File: src/rtl/hemm_pkg.sv
package hemm_pkg;

  // Command codes carried in the low bits of the input tdata
  localparam logic [2:0] CMD_ARM_PUMP   = 3'd0;
  localparam logic [2:0] CMD_PUMP_EDGE  = 3'd1;
  localparam logic [2:0] CMD_OPTICAL    = 3'd2;
  localparam logic [2:0] CMD_VALVE_EDGE = 3'd3;
  localparam logic [2:0] CMD_ARM_VALVE  = 3'd4;
  localparam logic [2:0] CMD_TICK       = 3'd5;

  // Motor mode codes
  localparam logic [1:0] MODE_STOP = 2'd0;
  localparam logic [1:0] MODE_FWD  = 2'd1;
  localparam logic [1:0] MODE_REV  = 2'd2;

  // Configuration register indexes
  localparam logic [2:0] REG_PUMP_MODE      = 3'd0;
  localparam logic [2:0] REG_PUMP_TARGET    = 3'd1;
  localparam logic [2:0] REG_OPTICAL_TARGET = 3'd2;
  localparam logic [2:0] REG_VALVE_MODE     = 3'd3;
  localparam logic [2:0] REG_VALVE_TARGET   = 3'd4;
  localparam logic [2:0] REG_PUMP_LIMIT     = 3'd5;
  localparam logic [2:0] REG_VALVE_LIMIT    = 3'd6;
  localparam logic [2:0] REG_SPEED_WINDOW   = 3'd7;

  localparam int unsigned POS_W    = 31;
  localparam int unsigned SUM_W    = 16;
  localparam int unsigned TICK_W   = 32;
  localparam int unsigned TARGET_W = 32;
  localparam int unsigned LIMIT_W  = 16;
  localparam int unsigned IN_W     = 8;
  localparam int unsigned OUT_W    = 136;

  // Per-step controls into one motor channel
  typedef struct packed {
    logic arm;
    logic hall_edge;
    logic aux_hit;
    logic hall_b;
  } motor_ctrl_t;

  typedef struct packed {
    logic direction_fault;
    logic target_reached;
  } motor_flags_t;

  typedef struct packed {
    logic arm;
    logic hall_edge;
    logic tick;
  } speed_ctrl_t;

endpackage

File: src/rtl/hemm_motor.sv
module hemm_motor
  import hemm_pkg::*;
#(
  parameter int unsigned COUNT_WIDTH = 31,
  parameter int unsigned ERROR_WIDTH = 16,
  parameter bit          WRONG_FWD   = 1'b1
) (
  input  logic                      clk,
  input  logic                      rst,
  input  logic                      go,
  input  motor_ctrl_t               ctrl,
  input  logic [1:0]                mode,
  input  logic [TARGET_W-1:0]       target,
  input  logic [LIMIT_W-1:0]        limit,
  output logic [COUNT_WIDTH-1:0]    count_next,
  output logic [ERROR_WIDTH-1:0]    total_next,
  output motor_flags_t              flags
);

  localparam int unsigned CMP_W = (COUNT_WIDTH > TARGET_W - 1) ? COUNT_WIDTH : TARGET_W - 1;
  localparam int unsigned LIM_W = (ERROR_WIDTH > LIMIT_W) ? ERROR_WIDTH : LIMIT_W;

  logic [COUNT_WIDTH-1:0] count;
  logic [ERROR_WIDTH-1:0] run, run_next;
  logic [ERROR_WIDTH-1:0] total;
  logic                   latched, latched_next;
  logic                   running, wrong, target_met;

  assign running = (mode == MODE_FWD) || (mode == MODE_REV);
  assign wrong   = (mode == MODE_FWD) ? (ctrl.hall_b == WRONG_FWD) : (ctrl.hall_b != WRONG_FWD);

  // -1 disables; any other negative target is met at once
  assign target_met = (target != {TARGET_W{1'b1}}) &&
                      (target[TARGET_W-1] ||
                       (CMP_W'(count_next) >= CMP_W'(target[TARGET_W-2:0])));

  always_comb begin
    count_next   = count;
    run_next     = run;
    total_next   = total;
    latched_next = latched;
    flags        = '0;
    if (ctrl.arm) begin
      count_next   = '0;
      run_next     = '0;
      latched_next = 1'b0;
    end else if (ctrl.hall_edge && running) begin
      if (wrong) begin
        run_next   = (run == {ERROR_WIDTH{1'b1}}) ? run : run + 1'b1;
        total_next = (total == {ERROR_WIDTH{1'b1}}) ? total : total + 1'b1;
      end else begin
        run_next   = '0;
        count_next = count + 1'b1;
      end
      if (!latched && (LIM_W'(run_next) >= LIM_W'(limit))) begin
        latched_next          = 1'b1;
        flags.direction_fault = 1'b1;
      end
      if (!latched_next && target_met) begin
        latched_next         = 1'b1;
        flags.target_reached = 1'b1;
      end
    end else if (ctrl.aux_hit && !latched) begin
      latched_next         = 1'b1;
      flags.target_reached = 1'b1;
    end
  end

  always_ff @(posedge clk) begin
    if (rst) begin
      count   <= '0;
      run     <= '0;
      total   <= '0;
      latched <= 1'b0;
    end else if (go) begin
      count   <= count_next;
      run     <= run_next;
      total   <= total_next;
      latched <= latched_next;
    end
  end

endmodule

File: src/rtl/hemm_speed.sv
module hemm_speed
  import hemm_pkg::*;
#(
  parameter int unsigned COUNT_WIDTH = 31
) (
  input  logic                   clk,
  input  logic                   rst,
  input  logic                   go,
  input  speed_ctrl_t            ctrl,
  input  logic [LIMIT_W-1:0]     window,
  input  logic [COUNT_WIDTH-1:0] count_next,
  output logic                   done,
  output logic [TICK_W-1:0]      last_ticks_next
);

  localparam int unsigned CMP_W = (COUNT_WIDTH > LIMIT_W) ? COUNT_WIDTH : LIMIT_W;

  logic                   idle, idle_next;
  logic [COUNT_WIDTH-1:0] start_count, start_count_next;
  logic [TICK_W-1:0]      start_tick, start_tick_next;
  logic [TICK_W-1:0]      tick_now, tick_now_next;
  logic [TICK_W-1:0]      last_ticks;
  logic [COUNT_WIDTH-1:0] delta;

  // an idle window restarts at this edge, so the span is zero
  assign delta = count_next - start_count_next;

  always_comb begin
    idle_next        = idle;
    start_count_next = start_count;
    start_tick_next  = start_tick;
    tick_now_next    = tick_now;
    last_ticks_next  = last_ticks;
    done             = 1'b0;
    if (ctrl.arm) begin
      idle_next = 1'b1;
    end else if (ctrl.tick) begin
      tick_now_next = tick_now + 1'b1;
    end else if (ctrl.hall_edge) begin
      idle_next = 1'b0;
      if (idle) begin
        start_tick_next  = tick_now;
        start_count_next = count_next;
      end
      if (CMP_W'(delta) >= CMP_W'(window)) begin
        idle_next       = 1'b1;
        last_ticks_next = tick_now - start_tick_next;
        done            = 1'b1;
      end
    end
  end

  always_ff @(posedge clk) begin
    if (rst) begin
      idle        <= 1'b1;
      start_count <= '0;
      start_tick  <= '0;
      tick_now    <= '0;
      last_ticks  <= '0;
    end else if (go) begin
      idle        <= idle_next;
      start_count <= start_count_next;
      start_tick  <= start_tick_next;
      tick_now    <= tick_now_next;
      last_ticks  <= last_ticks_next;
    end
  end

endmodule

File: src/rtl/hall_encoder_move_monitor_unit.sv
// Hall encoder move monitor for a pump and a valve motor.
// Items pass two registers from input accept to result valid: input register, result register.
// Throughput: 1 item per cycle unless the result stalls; every state update is one compare/increment level.
// A stalled result holds in the output register while the input register still takes one item.
// Reset (rst, synchronous, active high) clears counts, error runs/totals, latches, tick timer
// and loads register defaults: modes stopped, targets -1, limits 3, speed window 100.
module hall_encoder_move_monitor_unit
  import hemm_pkg::*;
#(
  parameter int unsigned COUNT_WIDTH = 31,
  parameter int unsigned ERROR_WIDTH = 16
) (
  input  logic              clk,
  input  logic              rst,
  // input item stream
  input  logic              s_axis_tvalid,
  output logic              s_axis_tready,
  input  logic [IN_W-1:0]   s_axis_tdata,   // [2:0] command, [3] hall_b_level, [7:4] zero
  // result item stream
  output logic              m_axis_tvalid,
  input  logic              m_axis_tready,
  // [0] pump_direction_fault, [1] pump_target_reached, [2] pump_speed_done,
  // [3] valve_direction_fault, [4] valve_target_reached, [35:5] pump_position,
  // [66:36] valve_position, [98:67] speed_window_ticks, [114:99] pump_error_sum,
  // [130:115] valve_error_sum, [135:131] zero
  output logic [OUT_W-1:0]  m_axis_tdata,
  // configuration write port
  input  logic              cfg_we,
  input  logic [2:0]        cfg_addr,
  input  logic [31:0]       cfg_wdata
);

  localparam int unsigned POS_EXT_W = (COUNT_WIDTH > POS_W) ? COUNT_WIDTH : POS_W;
  localparam int unsigned SUM_EXT_W = (ERROR_WIDTH > SUM_W) ? ERROR_WIDTH : SUM_W;
  localparam int unsigned CMP_W     = (COUNT_WIDTH > TARGET_W - 1) ? COUNT_WIDTH : TARGET_W - 1;

  // ---------------------------------------------------------------------------
  // Configuration registers
  // ---------------------------------------------------------------------------
  logic [1:0]          pump_mode, valve_mode;
  logic [TARGET_W-1:0] pump_target, optical_target, valve_target;
  logic [LIMIT_W-1:0]  pump_error_limit, valve_error_limit, speed_window;

  always_ff @(posedge clk) begin
    if (rst) begin
      pump_mode         <= MODE_STOP;
      pump_target       <= '1;
      optical_target    <= '1;
      valve_mode        <= MODE_STOP;
      valve_target      <= '1;
      pump_error_limit  <= LIMIT_W'(3);
      valve_error_limit <= LIMIT_W'(3);
      speed_window      <= LIMIT_W'(100);
    end else if (cfg_we) begin
      unique case (cfg_addr)
        REG_PUMP_MODE:      pump_mode         <= cfg_wdata[1:0];
        REG_PUMP_TARGET:    pump_target       <= cfg_wdata;
        REG_OPTICAL_TARGET: optical_target    <= cfg_wdata;
        REG_VALVE_MODE:     valve_mode        <= cfg_wdata[1:0];
        REG_VALVE_TARGET:   valve_target      <= cfg_wdata;
        REG_PUMP_LIMIT:     pump_error_limit  <= cfg_wdata[LIMIT_W-1:0];
        REG_VALVE_LIMIT:    valve_error_limit <= cfg_wdata[LIMIT_W-1:0];
        REG_SPEED_WINDOW:   speed_window      <= cfg_wdata[LIMIT_W-1:0];
        default: ;
      endcase
    end
  end

  // ---------------------------------------------------------------------------
  // Input register. It refills in the same cycle its item moves on, so a
  // stalled result costs at most one held item here.
  // ---------------------------------------------------------------------------
  logic       in_valid;
  logic [2:0] in_cmd;
  logic       in_b;
  logic       advance, go;

  assign advance       = !m_axis_tvalid || m_axis_tready;
  assign go            = in_valid && advance;
  assign s_axis_tready = !in_valid || advance;

  always_ff @(posedge clk) begin
    if (rst) begin
      in_valid <= 1'b0;
    end else if (s_axis_tready) begin
      in_valid <= s_axis_tvalid;
    end
  end

  always_ff @(posedge clk) begin
    if (s_axis_tvalid && s_axis_tready) begin
      in_cmd <= s_axis_tdata[2:0];
      in_b   <= s_axis_tdata[3];
    end
  end

  // ---------------------------------------------------------------------------
  // Command decode
  // ---------------------------------------------------------------------------
  logic pump_running;
  logic cmd_arm_pump, cmd_pump_edge, cmd_optical, cmd_valve_edge, cmd_arm_valve, cmd_tick;

  assign pump_running = (pump_mode == MODE_FWD) || (pump_mode == MODE_REV);

  always_comb begin
    cmd_arm_pump   = 1'b0;
    cmd_pump_edge  = 1'b0;
    cmd_optical    = 1'b0;
    cmd_valve_edge = 1'b0;
    cmd_arm_valve  = 1'b0;
    cmd_tick       = 1'b0;
    unique case (in_cmd)
      CMD_ARM_PUMP:   cmd_arm_pump   = 1'b1;
      CMD_PUMP_EDGE:  cmd_pump_edge  = 1'b1;
      CMD_OPTICAL:    cmd_optical    = 1'b1;
      CMD_VALVE_EDGE: cmd_valve_edge = 1'b1;
      CMD_ARM_VALVE:  cmd_arm_valve  = 1'b1;
      CMD_TICK:       cmd_tick       = 1'b1;
      default: ;      // unused codes change nothing
    endcase
  end

  // ---------------------------------------------------------------------------
  // Optical pulse counter (pump only); its target hit feeds the pump latch
  // ---------------------------------------------------------------------------
  logic [COUNT_WIDTH-1:0] optical_count, optical_count_next;
  logic                   optical_hit;

  always_comb begin
    optical_count_next = optical_count;
    if (cmd_arm_pump) begin
      optical_count_next = '0;
    end else if (cmd_optical && pump_running) begin
      optical_count_next = optical_count + 1'b1;
    end
  end

  assign optical_hit = cmd_optical && pump_running &&
                       (optical_target != {TARGET_W{1'b1}}) &&
                       (optical_target[TARGET_W-1] ||
                        (CMP_W'(optical_count_next) >= CMP_W'(optical_target[TARGET_W-2:0])));

  always_ff @(posedge clk) begin
    if (rst) begin
      optical_count <= '0;
    end else if (go) begin
      optical_count <= optical_count_next;
    end
  end

  // ---------------------------------------------------------------------------
  // Motor channels. Pump forward expects B low, valve forward expects B high.
  // ---------------------------------------------------------------------------
  motor_ctrl_t            pump_ctrl, valve_ctrl;
  motor_flags_t           pump_flags, valve_flags;
  logic [COUNT_WIDTH-1:0] pump_count_next, valve_count_next;
  logic [ERROR_WIDTH-1:0] pump_total_next, valve_total_next;

  assign pump_ctrl.arm        = cmd_arm_pump;
  assign pump_ctrl.hall_edge  = cmd_pump_edge;
  assign pump_ctrl.aux_hit    = optical_hit;
  assign pump_ctrl.hall_b     = in_b;
  assign valve_ctrl.arm       = cmd_arm_valve;
  assign valve_ctrl.hall_edge = cmd_valve_edge;
  assign valve_ctrl.aux_hit   = 1'b0;
  assign valve_ctrl.hall_b    = in_b;

  hemm_motor #(
    .COUNT_WIDTH (COUNT_WIDTH),
    .ERROR_WIDTH (ERROR_WIDTH),
    .WRONG_FWD   (1'b1)
  ) u_pump (
    .clk        (clk),
    .rst        (rst),
    .go         (go),
    .ctrl       (pump_ctrl),
    .mode       (pump_mode),
    .target     (pump_target),
    .limit      (pump_error_limit),
    .count_next (pump_count_next),
    .total_next (pump_total_next),
    .flags      (pump_flags)
  );

  hemm_motor #(
    .COUNT_WIDTH (COUNT_WIDTH),
    .ERROR_WIDTH (ERROR_WIDTH),
    .WRONG_FWD   (1'b0)
  ) u_valve (
    .clk        (clk),
    .rst        (rst),
    .go         (go),
    .ctrl       (valve_ctrl),
    .mode       (valve_mode),
    .target     (valve_target),
    .limit      (valve_error_limit),
    .count_next (valve_count_next),
    .total_next (valve_total_next),
    .flags      (valve_flags)
  );

  // ---------------------------------------------------------------------------
  // Pump speed window; it keeps running after the move has latched
  // ---------------------------------------------------------------------------
  speed_ctrl_t       speed_ctrl;
  logic              speed_done;
  logic [TICK_W-1:0] speed_ticks_next;

  assign speed_ctrl.arm       = cmd_arm_pump;
  assign speed_ctrl.hall_edge = cmd_pump_edge && pump_running;
  assign speed_ctrl.tick      = cmd_tick;

  hemm_speed #(
    .COUNT_WIDTH (COUNT_WIDTH)
  ) u_speed (
    .clk             (clk),
    .rst             (rst),
    .go              (go),
    .ctrl            (speed_ctrl),
    .window          (speed_window),
    .count_next      (pump_count_next),
    .done            (speed_done),
    .last_ticks_next (speed_ticks_next)
  );

  // ---------------------------------------------------------------------------
  // Result register: positions masked to 31 bits, totals to 16 bits
  // ---------------------------------------------------------------------------
  logic [POS_EXT_W-1:0] pump_pos_ext, valve_pos_ext;
  logic [SUM_EXT_W-1:0] pump_sum_ext, valve_sum_ext;
  logic [OUT_W-1:0]     result;

  assign pump_pos_ext  = POS_EXT_W'(pump_count_next);
  assign valve_pos_ext = POS_EXT_W'(valve_count_next);
  assign pump_sum_ext  = SUM_EXT_W'(pump_total_next);
  assign valve_sum_ext = SUM_EXT_W'(valve_total_next);

  assign result = {5'b0,
                   valve_sum_ext[SUM_W-1:0],
                   pump_sum_ext[SUM_W-1:0],
                   speed_ticks_next,
                   valve_pos_ext[POS_W-1:0],
                   pump_pos_ext[POS_W-1:0],
                   valve_flags.target_reached,
                   valve_flags.direction_fault,
                   speed_done,
                   pump_flags.target_reached,
                   pump_flags.direction_fault};

  always_ff @(posedge clk) begin
    if (rst) begin
      m_axis_tvalid <= 1'b0;
    end else if (go) begin
      m_axis_tvalid <= 1'b1;
    end else if (m_axis_tready) begin
      m_axis_tvalid <= 1'b0;
    end
  end

  always_ff @(posedge clk) begin
    if (go) begin
      m_axis_tdata <= result;
    end
  end

endmodule

File: config.mk
export PLATFORM = sky130hd
export DESIGN_NAME = hall_encoder_move_monitor_unit
export DESIGN_NICKNAME = d
export VERILOG_FILES = /design/src/rtl/hemm_pkg.sv /design/src/rtl/hemm_motor.sv /design/src/rtl/hemm_speed.sv /design/src/rtl/hall_encoder_move_monitor_unit.sv
export SDC_FILE = /design/constraint.sdc
export NUM_CORES = 2
export LEC_CHECK = 0
export ABC_CLOCK_PERIOD_IN_PS = 8880
export BUFFER_PORTS_ARGS = -buffer_cell sky130_fd_sc_hd__buf_2
export CORE_MARGIN = 3
export CORE_UTILIZATION = 41
export DETAILED_ROUTE_END_ITERATION = 10
export PLACE_DENSITY = 0.61
export SYNTH_ARGS = -nofsm -noshare
export SYNTH_HDL_FRONTEND = slang
export SYNTH_SLANG_ARGS = --single-unit
export TNS_END_PERCENT = 50
File: constraint.sdc
create_clock -name clk -period 8.88 [get_ports clk]
set_input_delay 1.776 -clock clk [delete_from_list [all_inputs] [get_ports clk]]
set_output_delay 1.776 -clock clk [all_outputs]
set_load 0.05 [all_outputs]
==> metrics.cfg <==
[status]
status = completed

[clocking]
clock_sinks = 572
clockBufferDepth = 3
holdBufCountCts = 0
cts_tree = built
clk_pin_slew_ns = 0.06
htree_levels = 3
clock_latency_ns = 0.62
numCtsBuffers = 67
cts_root_buffer = clkbuf_16

[flow_run]
drv_cap = 0

[critical_path]
criticalPathCategory = reg2reg
end_kind = flop
crit_fanout = 33
cp_data_required_time_ns = 9.21
cp_slowest_cell = nor4_1
arrival_ns = 8.54
crit_path_start_kind = flop
critPathTopFamily = simple AND/OR/NAND/NOR gates
critPathBufInv = 1
max_stage_delay_ns = 0.71

[sta]
hold_violations = 0
timing.fmax_mhz = 121.9
tightest_slew_ns = 1.146
fin_skew_ns = 0.03788
slew_viol_final = 0
worst_slack_ns = 0.6737
setup-violations-final = 0
rsz0062_at_grt = no
fin_crit_ns = 8.206
finalSetupTns_ns = 0
slew_headroom_pct = 23.29
fin_crit_sh_pct = 92.41

[synth]
synthCells = 3659
synth.avg_cell_area_um2 = 8.502
yosysWarnings = 0
syn_area_um2 = 31110
async_flop_share_pct = 0
synth_edf_count = 135
synth-seq-cells = 572
synth_seq_area_share_pct = 41.15
synth_cell_types = 79
synth_ff_type = dfxtp_1

[finish]
drive_gt1_share_pct = 9.858
final_cells = 4786
fin_util_pct = 46.78
syn_to_final_growth_pct = 12.51
nNetsFinal = 4023

[floorplanning]
dieArea_um2 = 79220
start_util_pct = 41.58
die_x_um = 281.5
rows = 100
die_y_um = 281.5
core_area_um2 = 74820
ios = 186

[drt]
vias_per_cell = 5.408
routedWlPerCell_um = 17.42
ant_nets = 0
vias = 25880
totalWireLength_um = 83390
drt-pass1-iter-count = 6
route.detailed.drc = 0
drtIter0Drc = 1897

[placement]
globalplace.congestion = 0.8499
dpl.hpwl_um = 56780
pre_cts_ws_ns = 0.6871
placed_cells = 4661
io_buffer_count = 176

[grt]
grt-ovfl-total = 0
grt_pass1_wl_um = 131600
grt_usage_pct = 20.67
antenna_found_initial = 6
grt_pass1_vias = 23840
grt_max_degree = 135

[pwr]
power_density_nw_per_um2 = 169.6
vdd_drop_max_mv = 0.1095
p_leak_nw = 14.59

[worst_hold_path]
hold_class = reg2reg

per-layer routing:
metal  vias up  wire length, µm  global-route usage (%)
met5         -                9                       0
met4         2             1753                   6.023
met3        97             4862                   3.196
met2       597            37310                   32.84
met1     12110            39460                   29.12
li1      13080                -                       -
worst register-to-register path, cell delays in order, from the launching register on:
cell	delay (ns)
dfxtp_1	0.33
inv_1	0.05
ha_1	0.32
or4b_1	0.52
or4b_1	0.68
or3_1	0.40
a21oi_1	0.40
mux2i_1	0.17
ha_1	0.37
a21oi_1	0.14
o21ai_0	0.11
a31o_2	0.27
a31oi_2	0.47
o21ai_0	0.22
xor2_1	0.18
ha_1	0.19
a21oi_1	0.10
o21ai_0	0.08
a2111oi_0	0.36
nand4_1	0.16
nor4b_1	0.31
nand4_1	0.13
nor4_1	0.71
o2111a_4	0.64
nor2_8	0.24
mux2_4	0.38
timing repair:
| action | in CTS | in global routing |
|---|---|---|
| resized for setup | 0 | 2 |
| endpoints found under the setup margin | 0 | 50 |
| setup buffers | 0 | 0 |
state kept, by name (all words and copies together), names as in the netlist, 3 cells and up:
signal and flops:
u_speed.tick_now 32, u_speed.start_tick 32, optical_target 32, u_speed.last_ticks 32, speed_window 16, u_pump.total 16
valve_error_limit 16, optical_count 31, u_valve.total 16, u_valve.run 16, u_pump.count 31, in_cmd 3
u_speed.start_count 31, u_valve.count 31, pump_target 32, pump_error_limit 16, u_pump.run 16, valve_target 32
m_axis_tdata 131
synthesized netlist by cell type, drive strengths merged, types with 5 or more instances:
cell type | n | share of area [%]
edfxtp | 135 | 13
a21oi | 332 | 5.3
nor3 | 63 | 1.0
inv | 176 | 2.1
mux2 | 34 | 1.6
nor4 | 21 | 0.47
o22ai | 5 | 0.10
xnor2 | 94 | 2.6
nand3 | 114 | 1.8
o211a | 9 | 0.29
clkbuf | 152 | 1.8
or3 | 35 | 0.70
or2 | 5 | 0.10
nand2b | 29 | 0.58
dfxtp | 437 | 28
a21o | 50 | 1.2
buf | 32 | 0.63
nor3b | 6 | 0.14
xor2 | 114 | 3.2
a22oi | 37 | 0.89
nor2b | 32 | 0.64
and3 | 48 | 0.97
a31oi | 12 | 0.24
and4 | 13 | 0.37
o21ai | 126 | 2.0
nand2 | 525 | 6.3
o21a | 17 | 0.41
nor2 | 419 | 5.1
o211ai | 99 | 2.4
o21bai | 6 | 0.14
and2 | 12 | 0.24
ha | 212 | 8.5
mux2i | 56 | 1.8
nand4 | 73 | 1.5
a31o | 9 | 0.25
a211oi | 61 | 1.5
layout by cell type, fill, tap and decap left out, types with 8 or more instances in the layout:
master     synthesis  final
dfxtp_1          437    436
a21oi_1          332    332
ha_1             212    212
buf_4              6     36
nor4_1            20     20
o211ai_1          99     99
xor2_1           114    113
a31oi_1           12     11
nand4_1           73     73
and2_1            12     12
nor2_1           417    414
clkbuf_1         151     17
nand3_1          114    114
nand2_1          525    524
edfxtp_1         135    135
o211a_1            9      9
buf_2              6    175
xnor2_1           94     94
clkbuf_16          0     69
o21a_1            17     17
nand2b_1          29     28
mux2i_1           56     56
a21o_1            50     50
o21ai_0          123    123
mux2_4            28     28
a211oi_1          61     61
clkinv_1           1      8
clkinv_2           0     11
or3_1             35     35
inv_1            175    175
and3_1            48     48
nor2b_1           32     32
and4_1            13     13
nor3_1            63     61
a22oi_1           37     37
cells by family (layout without fill, tap and decap cells):
kind of cell,after synthesis,in the layout,synth area share [%]
muxes,90,90,3.370
other,1,8,0.01205
and+or+nand+nor,1408,1408,20.35
xor gates and xnor gates,208,208,5.856
DFF,572,572,41.15
buffers and inverters,361,512,4.601
AOI/OAI and AO/OA,805,805,16.00
adders and majority gates,214,214,8.655
final timing paths:
kind | start | end | slack, ns | cells past startpoint
setup reg to reg | pump_mode[1]$_SDFFE_PP0P_ | m_axis_tdata[77]$_DFFE_PP_ | 0.67 | 25
hold / removal | pump_error_limit[7]$_SDFFE_PP0P_ | pump_error_limit[7]$_SDFFE_PP0P_ | 0.45 | 2
setup / recovery | pump_mode[1]$_SDFFE_PP0P_ | m_axis_tdata[77]$_DFFE_PP_ | 0.67 | 25
hold reg to reg | pump_error_limit[7]$_SDFFE_PP0P_ | pump_error_limit[7]$_SDFFE_PP0P_ | 0.45 | 2
final cells by class:
type / instances / area (µm²)
Sequential cell: 572 / 12800
Clock inverter: 30 / 267.8
Antenna cell: 3 / 7.507
Fill cell: 7258 / 39820
Tap cell: 969 / 1212
Timing Repair Buffer: 213 / 1181
Multi-Input combinational cell: 2730 / 16980
Clock buffer: 92 / 1873
Inverter: 177 / 674.4
metrics by stage:
| stage | hold slack, ns | instance area, µm² | power, mW |
|---|---|---|---|
| 2_1_floorplan | 0.4338 | 31120 | 3.140 |
| 3_3_place_gp | 0.4419 | 32840 | 3.283 |
| 3_5_place_dp | 0.4467 | 32840 | 3.285 |
| 4_1_cts | 0.4543 | 34980 | 6.003 |
| 5_1_grt | 0.4727 | 35000 | 6.160 |
| 6_report | 0.4530 | 35000 | 5.935 |
power breakdown:
part           leakage, nW  internal, mW  switching, mW
clock                 1.04          1.57           1.13
sequential            4.77          2.72         0.0264
combinational         8.78         0.128          0.362
Power figures use the tool's default switching activity.
